==> config.mk <==
export PLATFORM = sky130hd
export DESIGN_NAME = dis_ram
export DESIGN_NICKNAME = d
export VERILOG_FILES = /design/src/sv/dis_ram.sv
export SDC_FILE = /design/constraint.sdc
export NUM_CORES = 1
export LEC_CHECK = 0
export ABC_AREA = 1
export BUFFER_PORTS_ARGS = -buffer_cell sky130_fd_sc_hd__buf_4
export CAP_MARGIN = 40
export CORE_MARGIN = 2
export CORE_UTILIZATION = 55
export CTS_CLUSTER_DIAMETER = 100
export CTS_CLUSTER_SIZE = 24
export DETAILED_ROUTE_END_ITERATION = 10
export GPL_ROUTABILITY_DRIVEN = 0
export GPL_TIMING_DRIVEN = 0
export MAX_ROUTING_LAYER = met4
export PLACE_DENSITY = 0.83
export SYNTH_ARGS = -nofsm -noshare
export SYNTH_HDL_FRONTEND = slang
export SYNTH_SLANG_ARGS = --single-unit
==> constraint.sdc <==
create_clock -name clk -period 2.3 [get_ports clk]
set_input_delay 0.115 -clock clk [delete_from_list [all_inputs] [get_ports clk]]
set_output_delay 0.115 -clock clk [all_outputs]
set_load 0.005 [all_outputs]
==> src/sv/dis_ram.sv <==
`default_nettype none
module dis_ram #(
  parameter int WIDTH = 8,
  parameter int DEPTH = 16,
  localparam int AW = (DEPTH > 1) ? $clog2(DEPTH) : 1
) (
  input  wire logic             clk,
  input  wire logic             we,
  input  wire logic [AW-1:0]    waddr,
  input  wire logic [WIDTH-1:0] wdata,
  input  wire logic [AW-1:0]    raddr,
  output logic      [WIDTH-1:0] rdata
);

  logic [WIDTH-1:0] mem [DEPTH];

  always_ff @(posedge clk) begin
    if (we) begin
      mem[waddr] <= wdata;
    end
    rdata <= mem[raddr];
  end

endmodule
`default_nettype wire

---- Word-level counts from Yosys, hierarchy flattened ----
Memory sizes are Yosys's and may differ from the RTL's. A register that Yosys moved wholly into a read port is not among the register bits.
Cells that the tools add are included.
operators by class
  div/mod/pow operators ................... 0
  shift-type cells ........................ 0
  reduce and logical (&&, ||, !) cells .... 0
  add/subtract/negate cells ............... 0
  order comparisons ....................... 0
  eq/ne operators ......................... 0
  bitwise operators ....................... 0
  muxes and demuxes ....................... 2
  multiply operators ...................... 0
operators with widths
  operator  count
  $mux W1   2
storage, ports and cells
  bits of input ports ..................... 18
  memory bits (writable) .................. 128
  output and inout bits ................... 8
  memory bits (read-only) ................. 0
  memories kept ........................... 1
  word-level logic and storage cells ...... 3
  register bits after elaboration ......... 0
  bits in latches ......................... 0
memories
  memory  depth  bits a word  read ports  clocked after memory_dff  write ports  line  RTL
  mem     16     8            1           1                         1            15    logic [WIDTH-1:0] mem [DEPTH];

---- Longest topological paths before layout ----
  word-level depth ........................ 2
  depth in mapped cells ................... 8
  mapped depth without buffers ............ 7

---- Least setup slack after synthesis ----
OpenSTA, ideal clock, no wires.
  path type ............................... input port to flip-flop
  from .................................... input waddr[2]
  to ...................................... memory mem[10][0] (enable)
  arrival time ............................ 0.696 ns
  path buffers ............................ 0
  cell stages on the path ................. 2
  slack ................................... 1.234 ns
  setup time .............................. 0.370 ns
  path through ............................ nand3b_1 nor2_1
RTL lines
  element          line  RTL
  start, declared  9     input wire logic [AW-1:0] waddr,
  end, declared    15
No word-level cell before the write port.

---- Worst setup path after layout ----
  from .................................... register rdata[7] (read register of mem)
  to ...................................... output rdata[7]
RTL lines
  element          line  RTL
  start, declared  12    output logic [WIDTH-1:0] rdata
No word-level cell between the ends.

==> out/qor.yml <==
floorplanning:
  start_util_pct: 56.4
  die_area_mm2: 0.0113
  die_width_um: 106
  core_mm2: 0.0102
  io_pins: 26
  rows: 37
  fp.dieH_um: 106
routing:
  vias_per_cell: 5.53
  antenna_left: 0
  met3_length_um: 1560
  dr.max_layer_used: "met4"
  wire_per_inst_um: 18.4
  wl_um: 13800
  drt_iter0_markers: 594
  route.met2.wl_um: 6490
  drt-met1-wl_um: 5310
  drcViolationCount: 0
  vias: 4147
  dr.pass1.iters: 5
pwr:
  power.density_mw_per_mm2: 891
  vdd_drop_max_v: 0.000593
  p_leak_uw: 0.00297
synth:
  synth_top_family_by_area: "simple AND/OR/NAND/NOR gates"
  syn_area_per_cell_um2: 10.5
  synth_seq_area_share_pct: 69.4
  muxShareOfSynthArea_pct: 0
  syn_area_mm2: 0.00577
  synth-seq-cells: 136
  yosysTopAreaCell: "edfxtp_1"
  ys_top_cells_by_area: "edfxtp_1 67%, nand2_1 11%, nand3_1 8.4%"
  synth_compound_area_share_pct: 0
  yosysTopAreaCellShare_pct: 66.7
  synthXorXnorAreaFrac_pct: 0
  synthDistinctLibCells: 12
  syn_inst: 551
  synthAdderAreaFrac_pct: 0
  synthSimpleGateAreaFrac_pct: 21.0
  ys_warn_count: 0
  synth_fp_nets: 569
sta:
  fin_crit_sh_pct: 46.3
  rsz0062_at_grt: "false"
  hold_viol_final: 0
  slew_viol_final: 0
  relSlewSlack_pct: 37.1
  tightest_slew_ns: 0.940
  finalSetupViolCount: 0
  clock_skew_ns: 0.00860
  period_needed_ns: 1.07
  final.setup.tns_ns: 0
  timing.fmax_ghz: 0.938
grt:
  grt_pass1_vias: 3981
  grt_max_degree: 17
  grt.total_usage_pct: 26.7
  grt-ovfl-total: 0
  grt_pass1_wl_um: 21200
  antenna_found_initial: 0
layout:
  final_cells: 750
  fin_nets: 619
  fill_cells: 699
  area_delta_synth_final_pct: 18.3
  final_area_mm2: 0.00682
  layout_commonest_cell: "nand2_1"
  layout-drive-gt1-share_pct: 12.2
  final_cell_mix: "173 x nand2_1, 128 x edfxtp_1, 100 x inv_1"
  diodes: 0
cts:
  clockBufferDepth: 2
  root_buffer: "clkbuf_8"
  clkTransAtPathRegs_ns: 0.06
  cts_htree_levels: 4
  numCtsBuffers: 17
  clk_latency_ns: 0.53
  clock_sinks: 136
  cts_tree: "yes"
  cts_setup_buffers: 0
placement:
  dp_cells: 709
  port_buffers: 22
  dpl_cell_area_mm2: 0.00610
  dpl.hpwl_um: 8680
critical_path:
  crit_family: "flip-flops"
  endpoint_kind: "primary output"
  critPathLaunchType: "register"
  timing.critical_path.buf_inv: 1
  crit_slowest_cell: "dfxtp_1"
  crit_fanout: 1
  cp.required_ns: 2.18
  cpPeakStageDelay_ns: 0.30
  crit_type: "register to primary output"
  cp.arrival_ns: 0.95
  path_cells: "buf_4"
min_path:
  holdCritPathClass: "primary input to register"
status:
  status: "finished clean"
run:
  drv_cap: 0
==> flip-flops by register name (all words and copies together), names as in the netlist <==
register,count
mem,128
rdata,8
==> cell usage after synthesis <==
cell,number
buf_1,1
buf_2,13
buf_4,4
buf_6,6
dfxtp_1,8
edfxtp_1,128
inv_1,100
inv_2,2
nand2_1,173
nand3_1,97
nand3b_1,2
nor2_1,17
==> path summary, 6_finish.rpt <==
check | start | to | slack [ns] | cells past startpoint
hold / removal | raddr[3] | rdata[1] | 0.04 | 3
setup / recovery | rdata[7] | rdata[7] | 1.23 | 1
hold reg to reg | mem[6][5] | rdata[5] | 0.74 | 6
setup reg to reg | mem[12][2] | rdata[2] | 1.27 | 6
==> stage by stage <==
stage | utilization, % | hold WS, ns | power (uW) | worst slack (ns)
2_1_floorplan | - | 0.214 | 3030 | 1.23
3_3_place_gp | 59.6 | 0.447 | 3180 | 0.775
3_5_place_dp | 59.6 | 0.457 | 3200 | 0.740
4_1_cts | 66.6 | 0.0171 | 6070 | 1.22
5_1_grt | 66.7 | 0.0435 | 6230 | 1.20
6_report | 66.7 | 0.0363 | 6080 | 1.23
==> worst register-to-register path: cells and delay by family (launching register included) <==
kind | cells | cell delay (ns)
AND/OR/NAND/NOR | 6 | 0.56
flip-flops | 1 | 0.37
==> report_power, final <==
group | total [uW] | switching (uW) | internal [uW]
Combinational | 386 | 255 | 131
Clock | 2910 | 978 | 1930
Sequential | 2790 | 15.1 | 2770
==> layout make-up <==
cell class,count,area [um2],share of cell area [%]
plain buffers,24,166,2.44
clock buffers,24,460,6.75
clock inverters,8,171,2.51
inverters,102,383,5.61
multi-input cells,289,1210,17.8
flip-flops and latches,136,4000,58.7
well taps,136,170,2.49
repair buffers,31,253,3.71
==> logic make-up (layout without fill, tap and decap cells) <==
logic type / after synthesis / after routing
DFF: 136 / 136
and+or+nand+nor: 289 / 289
buffers and inverters: 126 / 189
==> what timing repair did <==
action,in CTS,in global routing
hold buffers,8,0
resized for setup,0,0
hold endpoints to repair,128,0
==> metal layers <==
metal / track usage (%) / vias to the layer above
met5: - / -
met4: 11.9 / 0
met3: 6.38 / 50
met2: 40.7 / 295
met1: 34.4 / 1926
li1: - / 1876
Note: power is estimated with default switching activity, not from simulation.
